## config.mk

```make
export PLATFORM = sky130hd
export DESIGN_NAME = vpic_cfg_regs_flat
export DESIGN_NICKNAME = d
export VERILOG_FILES = /design/src/hdl/vpic_pkg.sv /design/src/hdl/vpic_if.sv /design/src/hdl/vpic_cfg_regs.sv /design/src/flat_wrapper.sv
export SDC_FILE = /design/constraint.sdc
export NUM_CORES = 1
export LEC_CHECK = 0
export ABC_AREA = 1
export BUFFER_PORTS_ARGS = -buffer_cell sky130_fd_sc_hd__buf_2
export CORE_UTILIZATION = 52
export CTS_BUF_LIST = sky130_fd_sc_hd__clkbuf_8
export DETAILED_ROUTE_END_ITERATION = 12
export PLACE_DENSITY = 0.82
export SETUP_SLACK_MARGIN = 0.02
export SLEW_MARGIN = 20
export SYNTH_ARGS = -nofsm -noshare
export SYNTH_HDL_FRONTEND = slang
export SYNTH_SLANG_ARGS = --single-unit
```

## constraint.sdc

```tcl
create_clock -name clk_i -period 0.81 [get_ports clk_i]
set_clock_uncertainty 0.1 [all_clocks]
set_input_delay 0.162 -clock clk_i [delete_from_list [all_inputs] [get_ports clk_i]]
set_output_delay 0.162 -clock clk_i [all_outputs]
set_load 0.01 [all_outputs]
```

## src/hdl/vpic_pkg.sv

```systemverilog
// package with shared types, constants and the pair match function
package vpic_pkg;

  localparam int PHASE_W = 8;
  localparam int DIM_W   = 9;
  localparam int COUNT_W = 27;
  localparam int CFG_IDX_W  = 3;
  localparam int CFG_DATA_W = 9;

  localparam logic [CFG_IDX_W-1:0] REG_PHASE_A = 3'd0;
  localparam logic [CFG_IDX_W-1:0] REG_PHASE_B = 3'd1;
  localparam logic [CFG_IDX_W-1:0] REG_DIM_X   = 3'd2;
  localparam logic [CFG_IDX_W-1:0] REG_DIM_Y   = 3'd3;
  localparam logic [CFG_IDX_W-1:0] REG_DIM_Z   = 3'd4;

  localparam logic [PHASE_W-1:0] PHASE_A_RESET = 8'd0;
  localparam logic [PHASE_W-1:0] PHASE_B_RESET = 8'd1;
  localparam logic [DIM_W-1:0]   DIM_RESET     = 9'd256;

  typedef struct packed {
    logic [PHASE_W-1:0] phase_a;
    logic [PHASE_W-1:0] phase_b;
    logic [DIM_W-1:0]   dim_x;
    logic [DIM_W-1:0]   dim_y;
    logic [DIM_W-1:0]   dim_z;
  } cfg_t;

  typedef struct packed {
    logic has_x;
    logic has_y;
    logic has_z;
    logic last;
  } nbr_t;

  function automatic logic [1:0] pair_hits(logic [PHASE_W-1:0] cur, logic [PHASE_W-1:0] nb,
                                           logic [PHASE_W-1:0] pa, logic [PHASE_W-1:0] pb);
    logic [1:0] ab;
    logic [1:0] ba;
    ab = {1'b0, (cur == pa) && (nb == pb)};
    ba = {1'b0, (cur == pb) && (nb == pa)};
    return ab + ba;
  endfunction

endpackage

```

## src/hdl/vpic_if.sv

```systemverilog


interface vpic_cfg_if;
  logic       valid;
  logic       ready;
  logic [2:0] index;
  logic [8:0] data;
  modport source (output valid, output index, output data, input ready);
  modport sink (input valid, input index, input data, output ready);
endinterface

```

## src/hdl/vpic_cfg_regs.sv

```systemverilog
// configuration register file
module vpic_cfg_regs
  import vpic_pkg::*;
(
  input  logic clk_i,
  input  logic rst_ni,
  vpic_cfg_if.sink cfg_i,
  output cfg_t cfg_o
);

  cfg_t cfg_q;
  cfg_t cfg_d;

  assign cfg_i.ready = 1'b1;
  assign cfg_o = cfg_q;

  always_comb begin
    cfg_d = cfg_q;
    if (cfg_i.valid) begin
      case (cfg_i.index)
        REG_PHASE_A: cfg_d.phase_a = cfg_i.data[PHASE_W-1:0];
        REG_PHASE_B: cfg_d.phase_b = cfg_i.data[PHASE_W-1:0];
        REG_DIM_X:   cfg_d.dim_x = cfg_i.data;
        REG_DIM_Y:   cfg_d.dim_y = cfg_i.data;
        REG_DIM_Z:   cfg_d.dim_z = cfg_i.data;
        default:     cfg_d = cfg_q;
      endcase
    end
  end

  always_ff @(posedge clk_i or negedge rst_ni) begin
    if (!rst_ni) begin
      cfg_q.phase_a <= PHASE_A_RESET;
      cfg_q.phase_b <= PHASE_B_RESET;
      cfg_q.dim_x   <= DIM_RESET;
      cfg_q.dim_y   <= DIM_RESET;
      cfg_q.dim_z   <= DIM_RESET;
    end else begin
      cfg_q <= cfg_d;
    end
  end

endmodule

```

## src/flat_wrapper.sv

```systemverilog
// flat-port wrapper written by rule: the top's interface ports become plain ports
module vpic_cfg_regs_flat import vpic_pkg::*;
  (clk_i, rst_ni, cfg_o, cfg_i_valid, cfg_i_index, cfg_i_data, cfg_i_ready);
  vpic_cfg_if cfg_i_i ();
  input  logic clk_i;
  input  logic rst_ni;
  output cfg_t cfg_o;
  input wire logic [$bits(cfg_i_i.valid)-1:0] cfg_i_valid;
  input wire logic [$bits(cfg_i_i.index)-1:0] cfg_i_index;
  input wire logic [$bits(cfg_i_i.data)-1:0] cfg_i_data;
  output wire logic [$bits(cfg_i_i.ready)-1:0] cfg_i_ready;
  assign cfg_i_i.valid = cfg_i_valid;
  assign cfg_i_i.index = cfg_i_index;
  assign cfg_i_i.data = cfg_i_data;
  assign cfg_i_ready = cfg_i_i.ready;
  vpic_cfg_regs u_core (.clk_i(clk_i), .rst_ni(rst_ni), .cfg_i(cfg_i_i), .cfg_o(cfg_o));
endmodule
```

Word level (Yosys, flattened, before mapping):

Cells that the tools add are included.
Widths: inputs -> output; s select.

* input port bits: 15
* output and inout port bits: 44
* logic and storage cells: 15
* register bits: 43

* equal/unequal tests: 4
* reductions and logical operators: 6

Operators by type and width (count)
* $reduce_and 2->1: 5
* $eq 3x2->1 const B: 2
* $eq 3x1->1 const B: 1
* $eq 3x3->1 const B: 1
* $logic_not 3->1: 1

Logic depth before layout (Yosys ltp):

* depth after elaboration: 2
* depth in mapped cells: 6
* gate-level depth less buffers: 5

Worst setup path before layout:

No wires, ideal clock.

* path kind: input to register
* from: input cfg_i_valid
* to: register u_core.cfg_q (netlist bit u_core.cfg_o[10])
* slack: -83 ps
* arrival: 677 ps
* path buffers: 1
* stages: 6
* required time: 594 ps
* setup time: 116 ps
* cell sequence: inv_1 -> nor2_2 -> buf_4 -> nand2_2 -> nand2_1 -> nand2_1

* word-level cells in the longest chain between the ends: 1

Ends and longest elaborated chain
* start, declared: RTL line flat_wrapper.sv:8 `input wire logic [$bits(cfg_i_i.valid)-1:0] cfg_i_valid;`
* $reduce_and 2->1 (no line)
* end signal, assigned: RTL line vpic_cfg_regs.sv:39 `cfg_q <= cfg_d;`
* end, declared: RTL line vpic_cfg_regs.sv:11 `cfg_t cfg_q;`

Every way passes these cells.
A chain may end at the register's enable or synchronous reset.

Worst setup path after layout:

* from: register u_core.cfg_q (netlist bit u_core.cfg_o[17])
* to: output cfg_o[17] (netlist name)

RTL lines
* end, declared: RTL line flat_wrapper.sv:7 `output cfg_t cfg_o;`

No word-level cell between the ends.

==> summary.md <==
| Metric | Value |
|---|---|
| Status | `complete, but fails checks` |
| Violated checks | `negative setup slack` |
| Drt via density | `about 5.8` |
| Layout cells sized above 1 | `54.6%` |
| Flop pwr share | `44.7%` |
| Core Area | `3150 um2` |
| CP max-delay cell | `dfstp_2` |
| Final Instance Area | `around 2900 um2` |
| DR pass1 iterations | `6` |
| RD Place Congestion | `between 0.7 and 0.8` |
| Remaining global-route overflow | `0` |
| First-pass GRT wire length | `just over 7000 um` |
| NetSw | `between 0.002 and 0.0025 W` |
| Area contributors post-synth | `dfrtp_1 55%, nand2_1 21%, nand3_1 9.6%, dfstp_2 5.9%, nor2_4 2.5%` |
| CTS Sinks | `43` |
| Mapped Cells | `about 200` |
| Register area share after synthesis | `between 60% and 70%` |
| Cell Area, Synth | `approximately 1800 um2` |
| CP required | `550 ps` |
| Post-route insts no fill | `approximately 350` |
| IO Port Bufs | `57` |
| Crit path buffers/inverters | `1` |
| Crit-path max FO | `2` |
| Root Buffer Master | `clkbuf_8` |
| Final ANT Viol Nets | `0` |
| VDD IR max | `2280 uV` |
| Bufs on Longest Clock Path | `2` |
| Int Power | `roughly 0.0043 W` |
| Placed inst area | `2220 um2` |
| Clock share of power | `a little over a fifth` |
| DRT iter0 DRCs | `between 200 and 250` |
| Clock Pin Slew Worst Setup and Hold Paths | `about 90 ps` |
| Io pins | `59` |
| Max Cap Viol | `0` |
| Die height | `~61 um` |
| Synth top area share | `54.8%` |
| Largest net degree at the start of global routing | `44` |
| CP cell instances | `buf_6` |
| Synth-to-Final Area Change | `64.2%` |
| Antenna violations before repair | `0` |
| Crit path largest cell delay | `about 560 ps` |
| Via Count | `2,019` |
| Leakage | `1.59 nW` |
| Switching Share | `about a third` |
| Mapped Nets | `212` |
| Power share of the combinational group | `33.4%` |
| Post-synthesis average cell area | `around 9.0 um2` |
| Post-synth cell types | `15` |
| Ant diodes | `0` |
| Pwr Density | `between 2000 and 2500 nW/um2` |
| Fmax | `between 0.8 and 0.9 GHz` |
| Die Span X | `a little over 60 um` |
| H-tree depth | `2` |
| Initial core utilization | `a little under three fifths` |
| Cell taking the most area after synthesis | `dfrtp_1` |
| Pwr Total | `around 0.0065 W` |
| Number of flip-flops in the largest register | `between 40 and 50` |
| Vias in the first global route | `approximately 1,600` |
| Wire length per cell | `20.7 um` |
| Synth warn | `0` |
| Final setup vio count | `66` |
| Clock latency on the worst-skew pair | `about 290 ps` |
| Max-slew violations | `0` |
| Hpwl dp | `around 2800 um` |
| Tcrit/Tclk final | `152%` |
| Num CTS Buffers | `5` |
| HP Class | `input pin to flip-flop` |
| Worst Slack Setup Final | `-422 ps` |
| GRT Total Usage | `between 20% and 30%` |
| Fill cell count | `around 110` |
| Pre-CTS WS | `-292 ps` |
| FF+latch count, synth | `between 40 and 50` |
| CTS tree | `done` |
| Total routed wirelength | `between 7000 and 8000 um` |
| Post-Place Cells | `304` |
| CP delay by family, top | `flip-flops` |
| Fin nets | `318` |
| Core Rows | `20` |
| Die area | `~3700 um2` |
| Crit path launch type | `flip-flop` |
| CP Class | `flip-flop to output pin` |
| Final Util | `92.7%` |
| Worst EP arrival | `~970 ps` |
| Hold Vio Cnt, Final | `0` |
| Worst setup EP type | `output pin` |
| Post-route DRC | `0` |
| RSZ-0062 raised after global routing | `yes` |
| Minimum clock period | `1230 ps` |
[per-stage QoR]
stage               hold WS, ps  setup TNS, ps
global placement           54.9         -10060
floorplan                  -234           -522
detailed placement         51.7         -11010
CTS                       -6.97         -12030
finish                     12.2         -14270
global route               22.9         -15590
[cell type report]
class	count	area [um2]	area share [%]
Clock buffer	6	82.6	2.82
Clock inverter	2	8.76	0.300
Inverter	6	28.8	0.984
Multi-Input combinational cell	147	812	27.8
Sequential cell	43	1080	37.0
Tap cell	44	55.1	1.88
Timing Repair Buffer	100	856	29.3
[placed cells by master, fill, tap and decap left out, drive strengths merged]
master / netlist / routed
nand2: 103 / 106
nor2: 5 / 6
buf: 5 / 97
dfstp: 4 / 4
clkbuf: 0 / 8
clkinv: 1 / 2
nand3: 34 / 34
dfrtp: 39 / 39
conb: 1 / 1
dlygate4sd3: 0 / 1
inv: 5 / 6
[worst paths after layout]
check | start | cells past startpoint | endpoint | slack [ps]
max | u_core.cfg_o[17]$_DFFE_PN1P_ | 1 | cfg_o[17] | -420
min | cfg_i_data[8] | 3 | u_core.cfg_o[17]$_DFFE_PN1P_ | 10
max reg2reg | u_core.cfg_o[13]$_DFFE_PN0P_ | 4 | u_core.cfg_o[13]$_DFFE_PN0P_ | -140
min reg2reg | u_core.cfg_o[29]$_DFFE_PN0P_ | 2 | u_core.cfg_o[29]$_DFFE_PN0P_ | 380
max in group asynchronous | rst_ni | 3 | u_core.cfg_o[8]$_DFFE_PN1P_ | 80
min in group asynchronous | rst_ni | 3 | u_core.cfg_o[35]$_DFFE_PN0P_ | 290
[synthesized netlist by cell type]
cell and instances:
buf_4 2, nor2_4 4, conb_1 1, nand2_1 98, nand2_2 3, inv_2 2, nand3_1 34, nor2_2 1
dfrtp_1 39, buf_2 1, dfstp_2 4, buf_6 2, nand2_4 2, clkinv_1 1, inv_1 3
[repair_timing]
action | in CTS | in global routing
setup buffers | 14 | 22
pin swaps | 5 | 28
hold buffers | 1 | 0
gates cloned | 0 | 5
setup endpoints to repair | 51 | 86
endpoints found under the hold margin | 44 | 0
resized for setup | 15 | 64
[metal layers]
metal | GRT usage (%) | vias up | routed length (um)
li1 | - | 837 | -
met1 | 35.3 | 972 | 2610
met2 | 46.0 | 167 | 3570
met3 | 4.26 | 43 | 702
met4 | 10.4 | 0 | 316
met5 | 0 | - | 0
[cell families (layout without fill, tap and decap cells)]
logic type,count (synthesis),count (layout),share of synthesized area [%]
buf+inv,11,114,3.65
other cells,1,1,0.211
flops,43,43,60.7
simple gates,142,146,35.4
[power groups by stage]
| stage | clock (W) | combinational, W | sequential (W) |
|---|---|---|---|
| floorplan | 0 | 0.000426 | 0.00302 |
| detailed placement | 0 | 0.00128 | 0.00281 |
| global route | 0.00149 | 0.00232 | 0.00292 |
| global placement | 0 | 0.00124 | 0.00282 |
| CTS | 0.00138 | 0.00157 | 0.00279 |
| finish | 0.00142 | 0.00216 | 0.00290 |
Note: power is estimated with default switching activity, not from simulation.
