File: config.mk
export PLATFORM = sky130hd
export DESIGN_NAME = vpic_scan
export DESIGN_NICKNAME = d
export VERILOG_FILES = /design/src/hdl/vpic_pkg.sv /design/src/hdl/vpic_scan.sv
export SDC_FILE = /design/constraint.sdc
export NUM_CORES = 1
export LEC_CHECK = 0
export BUFFER_PORTS_ARGS = -buffer_cell sky130_fd_sc_hd__buf_2
export CAP_MARGIN = 20
export CORE_UTILIZATION = 45
export DETAILED_ROUTE_END_ITERATION = 8
export PLACE_DENSITY_LB_ADDON = 0.12
export SETUP_SLACK_MARGIN = 0.05
export SLEW_MARGIN = 25
export SYNTH_ARGS = -nofsm -noshare
export SYNTH_HDL_FRONTEND = slang
export SYNTH_SLANG_ARGS = --single-unit
File: constraint.sdc
create_clock -name clk_i -period 7.4 [get_ports clk_i]
set_input_delay 0 -clock clk_i [delete_from_list [all_inputs] [get_ports clk_i]]
set_output_delay 0 -clock clk_i [all_outputs]
set_load 0.005 [all_outputs]
File: src/hdl/vpic_pkg.sv
// package with shared types, constants and the pair match function
package vpic_pkg;

  localparam int PHASE_W = 8;
  localparam int DIM_W   = 9;
  localparam int COUNT_W = 27;
  localparam int CFG_IDX_W  = 3;
  localparam int CFG_DATA_W = 9;

  localparam logic [CFG_IDX_W-1:0] REG_PHASE_A = 3'd0;
  localparam logic [CFG_IDX_W-1:0] REG_PHASE_B = 3'd1;
  localparam logic [CFG_IDX_W-1:0] REG_DIM_X   = 3'd2;
  localparam logic [CFG_IDX_W-1:0] REG_DIM_Y   = 3'd3;
  localparam logic [CFG_IDX_W-1:0] REG_DIM_Z   = 3'd4;

  localparam logic [PHASE_W-1:0] PHASE_A_RESET = 8'd0;
  localparam logic [PHASE_W-1:0] PHASE_B_RESET = 8'd1;
  localparam logic [DIM_W-1:0]   DIM_RESET     = 9'd256;

  typedef struct packed {
    logic [PHASE_W-1:0] phase_a;
    logic [PHASE_W-1:0] phase_b;
    logic [DIM_W-1:0]   dim_x;
    logic [DIM_W-1:0]   dim_y;
    logic [DIM_W-1:0]   dim_z;
  } cfg_t;

  typedef struct packed {
    logic has_x;
    logic has_y;
    logic has_z;
    logic last;
  } nbr_t;

  function automatic logic [1:0] pair_hits(logic [PHASE_W-1:0] cur, logic [PHASE_W-1:0] nb,
                                           logic [PHASE_W-1:0] pa, logic [PHASE_W-1:0] pb);
    logic [1:0] ab;
    logic [1:0] ba;
    ab = {1'b0, (cur == pa) && (nb == pb)};
    ba = {1'b0, (cur == pb) && (nb == pa)};
    return ab + ba;
  endfunction

endpackage

File: src/hdl/vpic_scan.sv
// raster position counters and plane store address generation
module vpic_scan
  import vpic_pkg::*;
#(
  parameter int MAX_X = 256,
  parameter int MAX_Y = 256,
  parameter int MAX_Z = 256
) (
  input  logic clk_i,
  input  logic rst_ni,
  input  cfg_t cfg_i,
  input  logic advance_i,
  output logic [((MAX_Y * MAX_Z > 1) ? $clog2(MAX_Y * MAX_Z) : 1)-1:0] addr_self_o,
  output logic [((MAX_Y * MAX_Z > 1) ? $clog2(MAX_Y * MAX_Z) : 1)-1:0] addr_up_o,
  output nbr_t flags_o
);

  localparam int XW  = (MAX_X > 1) ? $clog2(MAX_X) : 1;
  localparam int YW  = (MAX_Y > 1) ? $clog2(MAX_Y) : 1;
  localparam int ZW  = (MAX_Z > 1) ? $clog2(MAX_Z) : 1;
  localparam int XDW = $clog2(MAX_X + 1);
  localparam int YDW = $clog2(MAX_Y + 1);
  localparam int ZDW = $clog2(MAX_Z + 1);
  localparam int AW  = (MAX_Y * MAX_Z > 1) ? $clog2(MAX_Y * MAX_Z) : 1;
  localparam int PW  = YW + ZDW;

  logic [XW-1:0] pos_x_q, pos_x_d;
  logic [YW-1:0] pos_y_q, pos_y_d;
  logic [ZW-1:0] pos_z_q, pos_z_d;
  logic [XDW-1:0] nx;
  logic [YDW-1:0] ny;
  logic [ZDW-1:0] nz;
  logic last_x, last_y, last_z;
  logic [PW-1:0] idx;

  // zero acts as one, oversized clamps to the maximum
  always_comb begin
    if (cfg_i.dim_x == '0) begin
      nx = XDW'(1);
    end else if (32'(cfg_i.dim_x) > MAX_X) begin
      nx = XDW'(MAX_X);
    end else begin
      nx = XDW'(cfg_i.dim_x);
    end
    if (cfg_i.dim_y == '0) begin
      ny = YDW'(1);
    end else if (32'(cfg_i.dim_y) > MAX_Y) begin
      ny = YDW'(MAX_Y);
    end else begin
      ny = YDW'(cfg_i.dim_y);
    end
    if (cfg_i.dim_z == '0) begin
      nz = ZDW'(1);
    end else if (32'(cfg_i.dim_z) > MAX_Z) begin
      nz = ZDW'(MAX_Z);
    end else begin
      nz = ZDW'(cfg_i.dim_z);
    end
  end

  assign last_x = (32'(pos_x_q) + 32'd1) >= 32'(nx);
  assign last_y = (32'(pos_y_q) + 32'd1) >= 32'(ny);
  assign last_z = (32'(pos_z_q) + 32'd1) >= 32'(nz);

  assign idx = PW'(pos_y_q) * PW'(nz) + PW'(pos_z_q);
  assign addr_self_o = AW'(idx);
  assign addr_up_o   = AW'(idx - PW'(nz));

  assign flags_o.has_x = pos_x_q != '0;
  assign flags_o.has_y = pos_y_q != '0;
  assign flags_o.has_z = pos_z_q != '0;
  assign flags_o.last  = last_x && last_y && last_z;

  always_comb begin
    pos_x_d = pos_x_q;
    pos_y_d = pos_y_q;
    pos_z_d = pos_z_q;
    if (advance_i) begin
      if (!last_z) begin
        pos_z_d = pos_z_q + ZW'(1);
      end else begin
        pos_z_d = '0;
        if (!last_y) begin
          pos_y_d = pos_y_q + YW'(1);
        end else begin
          pos_y_d = '0;
          if (!last_x) begin
            pos_x_d = pos_x_q + XW'(1);
          end else begin
            pos_x_d = '0;
          end
        end
      end
    end
  end

  always_ff @(posedge clk_i or negedge rst_ni) begin
    if (!rst_ni) begin
      pos_x_q <= '0;
      pos_y_q <= '0;
      pos_z_q <= '0;
    end else begin
      pos_x_q <= pos_x_d;
      pos_y_q <= pos_y_d;
      pos_z_q <= pos_z_d;
    end
  end

endmodule

# ---- Word-level counts from Yosys, hierarchy flattened
# Cells that the tools add are included.
dict set report classes {
  mux 9
  multipliers 1
  magnitude_cmp 6
  addsub 8
  reduce_logical 10
}
# cell count
set op_table {}
lappend op_table {{9-bit 2-to-1 mux} 6}
lappend op_table {{8-bit by 1-bit adder with 9-bit output, second input constant} 3}
lappend op_table {{9-bit greater-or-equal comparator} 3}
lappend op_table {{9-bit > comparator, second input constant} 3}
lappend op_table {{9-bit logical NOT} 3}
lappend op_table {{8-bit by 1-bit adder with 8-bit output, second input constant} 3}
lappend op_table {{8-bit 2-to-1 mux} 3}
lappend op_table {{8-bit nonzero test} 3}
lappend op_table {{16-bit by 8-bit adder with 16-bit output} 1}
lappend op_table {{8-bit by 9-bit multiplier with 16-bit output} 1}
lappend op_table {{16-bit by 9-bit subtractor with 16-bit output} 1}
lappend op_table {{3-bit AND reduction} 1}
lappend op_table {{1-bit logical AND} 2}
lappend op_table {{2-bit AND reduction} 1}
dict set report word_totals {
  register_bits 24
  out_inout_bits 36
  input_bits 46
}

# ---- Longest topological paths before layout
dict set report logic_depth {
  ltp_word 6
  mapped_depth 25
  ltp_nobuf 25
}

# ---- Worst setup path after synthesis
# Ideal clock, no wire load.
dict set report synth_timing {
  kind {in2out}
  startpoint {in cfg_i[5] (netlist bit)}
  endpoint {out addr_up_o[15] (netlist bit)}
  n_path_buf 0
  stages 23
  required_time_ns 7.400
  arrival_ns 5.429
  setup_slack_ns 1.971
  path_cell_list {nor4_1 -> a21oi_1 -> nor2_1 -> nand2_1 -> fa_1 -> fa_1 -> inv_1 -> fa_1 -> inv_1 -> fa_1 -> inv_1 -> ha_1 -> and2_4 -> a221oi_4 -> nand2_1 -> xor2_1 -> ha_1 -> nand2_1 -> nor2_1 -> a221oi_2 -> nand2b_1 -> nor4_4 -> xor2_1}
}
dict set report synth_via {
  elab_chain_cells 6
  elab_cells_between_ends 7
}
# element line
set synth_lines {}
lappend synth_lines {{start, declared} vpic_scan.sv:11} ;# input cfg_t cfg_i,
lappend synth_lines {{9-bit > comparator} vpic_scan.sv:54} ;# end else if (32'(cfg_i.dim_z) > MAX_Z) begin
lappend synth_lines {{9-bit 2-to-1 mux} vpic_scan.sv:54}
lappend synth_lines {{9-bit 2-to-1 mux *} vpic_scan.sv:52} ;# if (cfg_i.dim_z == '0) begin
lappend synth_lines {{8-bit by 9-bit multiplier with 16-bit output *} vpic_scan.sv:65} ;# assign idx = PW'(pos_y_q) * PW'(nz) + PW'(pos_z_q);
lappend synth_lines {{16-bit by 8-bit adder with 16-bit output *} vpic_scan.sv:65}
lappend synth_lines {{via addr_self_o (one bit)} vpic_scan.sv:13} ;# output logic [((MAX_Y * MAX_Z > 1) ? $clog2(MAX_Y * MAX_Z) : 1)-1:0] addr_self_o,
lappend synth_lines {{16-bit by 9-bit subtractor with 16-bit output *} vpic_scan.sv:67} ;# assign addr_up_o = AW'(idx - PW'(nz));
lappend synth_lines {{end, declared} vpic_scan.sv:14} ;# output logic [((MAX_Y * MAX_Z > 1) ? $clog2(MAX_Y * MAX_Z) : 1)-1:0] addr_up_o,
# The timed path passes the listed nets; every way through them passes the cells marked *.

# ---- Final worst setup path
dict set report layout_timing {
  startpoint {reg pos_y_q[4]}
  endpoint {out addr_up_o[15] (netlist bit)}
}
dict set report layout_via {
  elab_chain_cells 3
}
# element line
set layout_lines {}
lappend layout_lines {{start, declared} vpic_scan.sv:28} ;# logic [YW-1:0] pos_y_q, pos_y_d;
lappend layout_lines {{start signal, assigned} vpic_scan.sv:104} ;# pos_y_q <= pos_y_d;
lappend layout_lines {{8-bit by 9-bit multiplier with 16-bit output} vpic_scan.sv:65}
lappend layout_lines {{16-bit by 8-bit adder with 16-bit output} vpic_scan.sv:65}
lappend layout_lines {{16-bit by 9-bit subtractor with 16-bit output} vpic_scan.sv:67}
# No other way between the ends.

==> impl_summary.log <==
INFO  metric clk-insertion-delay-late = 250 ps
INFO  metric clock_sink_count = 24
INFO  metric cp_cell_sequence = inv_1 -> nor2_1 -> fa_1 -> inv_1 -> fa_1 -> inv_1 -> fa_1 -> inv_1 -> fa_1 -> inv_1 -> ha_1 -> and2_4 -> a221oi_4 -> nand2_1 -> xor2_1 -> ha_1 -> nand2_1 -> nor2_1 -> a221oi_2 -> nand2b_1 -> nor4_4 -> xor2_1 -> buf_2
INFO  metric power.sequential.fraction = 12.9%
INFO  metric floorplan.initialDensity = 46.3%
INFO  metric ys.warnings.count = 0
INFO  metric dr_vias_cell = 5.40
INFO  metric crit_start = pos_y_q[4]$_DFFE_PN0P_
INFO  metric ctsRootBufferMaster = clkbuf_16
INFO  metric pwr_density_cell = 296 nW/µm²
INFO  metric clock_tree.htree_level_count = 1
INFO  metric drv_cap = 0
INFO  metric total_switching_power = 0.842 mW
INFO  metric critical_path_arrival = 6200 ps
INFO  metric synth_cell_type_count = 58
INFO  metric overflow_left_after_global_routing = 0
INFO  metric detail_route.wirelength = 11.9 mm
INFO  metric crit-reg2reg-launch = pos_y_q[0]$_DFFE_PN0P_
INFO  metric worst_path_max_delay_cell = dfrtp_1
INFO  metric cts_buffer_depth = 2
INFO  metric fillerInstances = 1,147
INFO  metric number_of_synthesized_flops_with_an_enable_pin = 0
INFO  metric drc = 0
INFO  metric standard_cell_row_count = 39
INFO  metric grt_first_pass_wirelength = 19.7 mm
INFO  metric first_global_vias = 4,169
INFO  metric grt_setup_unrepaired = false
INFO  metric fin_crit = 6200 ps
INFO  metric hold_violations = 0
INFO  metric result_of_the_run = finished, final reports clean
INFO  metric hp_class = in -> reg
INFO  metric power.static_leakage = 3.13 nW
INFO  metric min_period_over_period = 83.8%
INFO  metric drt_iter0_markers = 206
INFO  metric cts_made_buffers = 3
INFO  metric crit_fanout = 10
INFO  metric worst_pin_slew = 658 ps
INFO  metric peakVddDrop = 0.292 mV
INFO  metric cp-start-kind = flop
INFO  metric antenna-diode-count = 0
INFO  metric syn_nets = 819
INFO  metric synth.avg_cell_area = 8.19 µm²
INFO  metric fp.dieW = 110 µm
INFO  metric wl_per_cell = 14.2 µm
INFO  metric synth_to_final_area_change = 10.3%
INFO  metric buffer_ports.inserted = 65
INFO  metric worst-endpoint-required = 7400 ps
INFO  metric setup_total_negative_slack = 0 ps
INFO  metric timing.slew.headroom = 56.2%
INFO  metric netSwitchingFraction = 48.8%
INFO  metric layout_common_cells = inv_1, ha_1, buf_2, nand2_1, fa_1
INFO  metric synth.ff_latch_count = 24
INFO  metric pwr-share-comb = 79.8%
INFO  metric setup_violations_final = 0
INFO  metric drv_slew = 0
INFO  metric synthArstFlopShare = 100%
INFO  metric crit_top_cell = inv_1
INFO  metric clkPwrFrac = 7.3%
INFO  metric place.detailed.hpwl = 10.1 mm
INFO  metric ant_nets = 0
INFO  metric path_class = reg -> out
INFO  metric global_route.usage.total = 20.5%
INFO  metric commonest_non_fill_non_tap_cell_in_the_layout = inv_1
INFO  metric critical-path-top-delay-family = adder cells
INFO  metric cts_tree = built
INFO  metric clock.fmax = 0.161 GHz
INFO  metric post_cts_resize_count = 0
INFO  metric grt_start_max_net_pins = 25
INFO  metric design.final.nets = 874
INFO  metric worst_clock_skew = 2.81 ps
INFO  metric num_vias = 4,543
INFO  metric hold_path.startpoint = advance_i
INFO  metric chipHeight = 110 µm
INFO  metric sum_of_buffers_and_inverters_on_the_critical_path = 6
INFO  metric internal_power = 0.882 mW
INFO  metric syn-instance-count = 645
INFO  metric clk_pin_slew = 60 ps
INFO  metric post_synth_instance_area = 5280 µm²
INFO  metric antenna_found_initial = 0
INFO  metric die_area = 12,200 µm²
INFO  metric core_footprint = 11,400 µm²
INFO  metric drive_gt1_share = 12.2%
INFO  metric drt_pass1_iterations = 6
INFO  metric floorplan.io_pins = 82
INFO  metric fin_total_pwr = 1.72 mW
INFO  metric gp_congestion = 0.865
INFO  metric sequential_fraction_of_the_synthesis_area = 11.4%
INFO  metric dp_worst_setup_slack = 1180 ps
INFO  metric worstSetupEndpointType = output port
INFO  metric synth_ff_type = dfrtp_1
INFO  metric timing.critical_path.slowest_cell_delay = 540 ps
INFO  metric final_critical_path_setup_slack = 1200 ps
==> cell type report <==
| cell class | instances | area [µm²] | share of cell area (%) |
|---|---|---|---|
| flip-flops and latches | 24 | 601 | 10.3 |
| multi-input cells | 496 | 4210 | 72.2 |
| well taps | 143 | 179 | 3.07 |
| inverters | 108 | 405 | 6.96 |
| repair buffers | 67 | 343 | 5.89 |
| clock buffers | 4 | 88.8 | 1.53 |
==> cells in the mapped netlist, drive strengths merged, types with 3 or more instances <==
| master | n | area share (%) |
|---|---|---|
| a211oi | 3 | 0.52 |
| a21o | 15 | 2.1 |
| a21oi | 22 | 2.2 |
| a221oi | 3 | 1.1 |
| a22o | 5 | 0.83 |
| and2 | 29 | 3.5 |
| and3 | 8 | 0.95 |
| buf | 4 | 0.38 |
| clkbuf | 13 | 0.92 |
| clkinv | 3 | 0.21 |
| dfrtp | 24 | 11 |
| fa | 50 | 19 |
| ha | 78 | 18 |
| inv | 105 | 7.5 |
| nand2 | 64 | 4.5 |
| nand2b | 12 | 1.4 |
| nand3 | 21 | 2.1 |
| nand4 | 6 | 0.71 |
| nor2 | 45 | 3.2 |
| nor2b | 12 | 1.4 |
| nor3 | 10 | 1.0 |
| nor3b | 3 | 0.43 |
| nor4 | 7 | 1.1 |
| o211ai | 5 | 0.81 |
| o21a | 3 | 0.43 |
| o21ai | 28 | 2.7 |
| o31ai | 5 | 0.81 |
| xnor2 | 25 | 4.1 |
| xor2 | 16 | 2.8 |
==> kinds of logic (layout without fill, tap and decap cells) <==
family / count (synthesis) / after routing / share of synthesized area (%)
simple gates: 226 / 226 / 21.8
fa+ha+maj: 128 / 128 / 37.4
buf+inv: 125 / 179 / 8.98
compound gates: 99 / 99 / 13.1
xor+xnor: 41 / 41 / 6.94
flops: 24 / 24 / 11.4
mux: 2 / 2 / 0.403
==> per-stage QoR <==
| stage | util (%) | instances | hold slack, ps | instance area, µm² |
|---|---|---|---|---|
| 6_report | 51.0 | 842 | 133 | 5820 |
| 5_1_grt | 51.0 | 842 | 149 | 5820 |
| 4_1_cts | 51.0 | 842 | 122 | 5820 |
| 3_5_place_dp | 50.1 | 837 | 31.2 | 5730 |
| 3_3_place_gp | 50.1 | 837 | 27.8 | 5730 |
| 2_1_floorplan | - | 645 | -296 | 5280 |
==> state kept, by name, summed over array words and instances (netlist names) <==
register	cells
pos_x_q	8
pos_y_q	8
pos_z_q	8
==> power groups by stage <==
stage                     Combinational, mW  Sequential, mW  Clock (mW)
after global routing                   1.57           0.230       0.136
after floorplan                       0.988           0.186           0
final                                  1.38           0.222       0.127
after detailed placement               1.39           0.224           0
after CTS                              1.40           0.222       0.132
after global placement                 1.35           0.224           0
==> per-layer routing <==
metal	up-vias	global-route usage [%]	wire, µm
li1	2236	-	-
met1	2200	30.4	5670
met2	103	34.2	5700
met3	4	1.65	540
met4	0	0.564	28
met5	-	0	0
==> what timing repair did <==
action / in CTS / in global routing
hold buffers: 1 / 0
endpoints found under the hold margin: 24 / 0
setup buffers: 0 / 0
==> path summary, 6_finish.rpt <==
kind	end	depth (start not counted)	slack, ps
worst max-delay path	addr_up_o[15]	23	1200
worst max register to register	pos_x_q[6]$_DFFE_PN0P_	12	3670
worst min register to register	pos_x_q[1]$_DFFE_PN0P_	2	570
max in group asynchronous	pos_z_q[7]$_DFFE_PN0P_	2	6760
min in group asynchronous	pos_x_q[3]$_DFFE_PN0P_	2	280
worst min-delay path	pos_z_q[4]$_DFFE_PN0P_	2	130
Note: power is estimated with default switching activity, not from simulation.
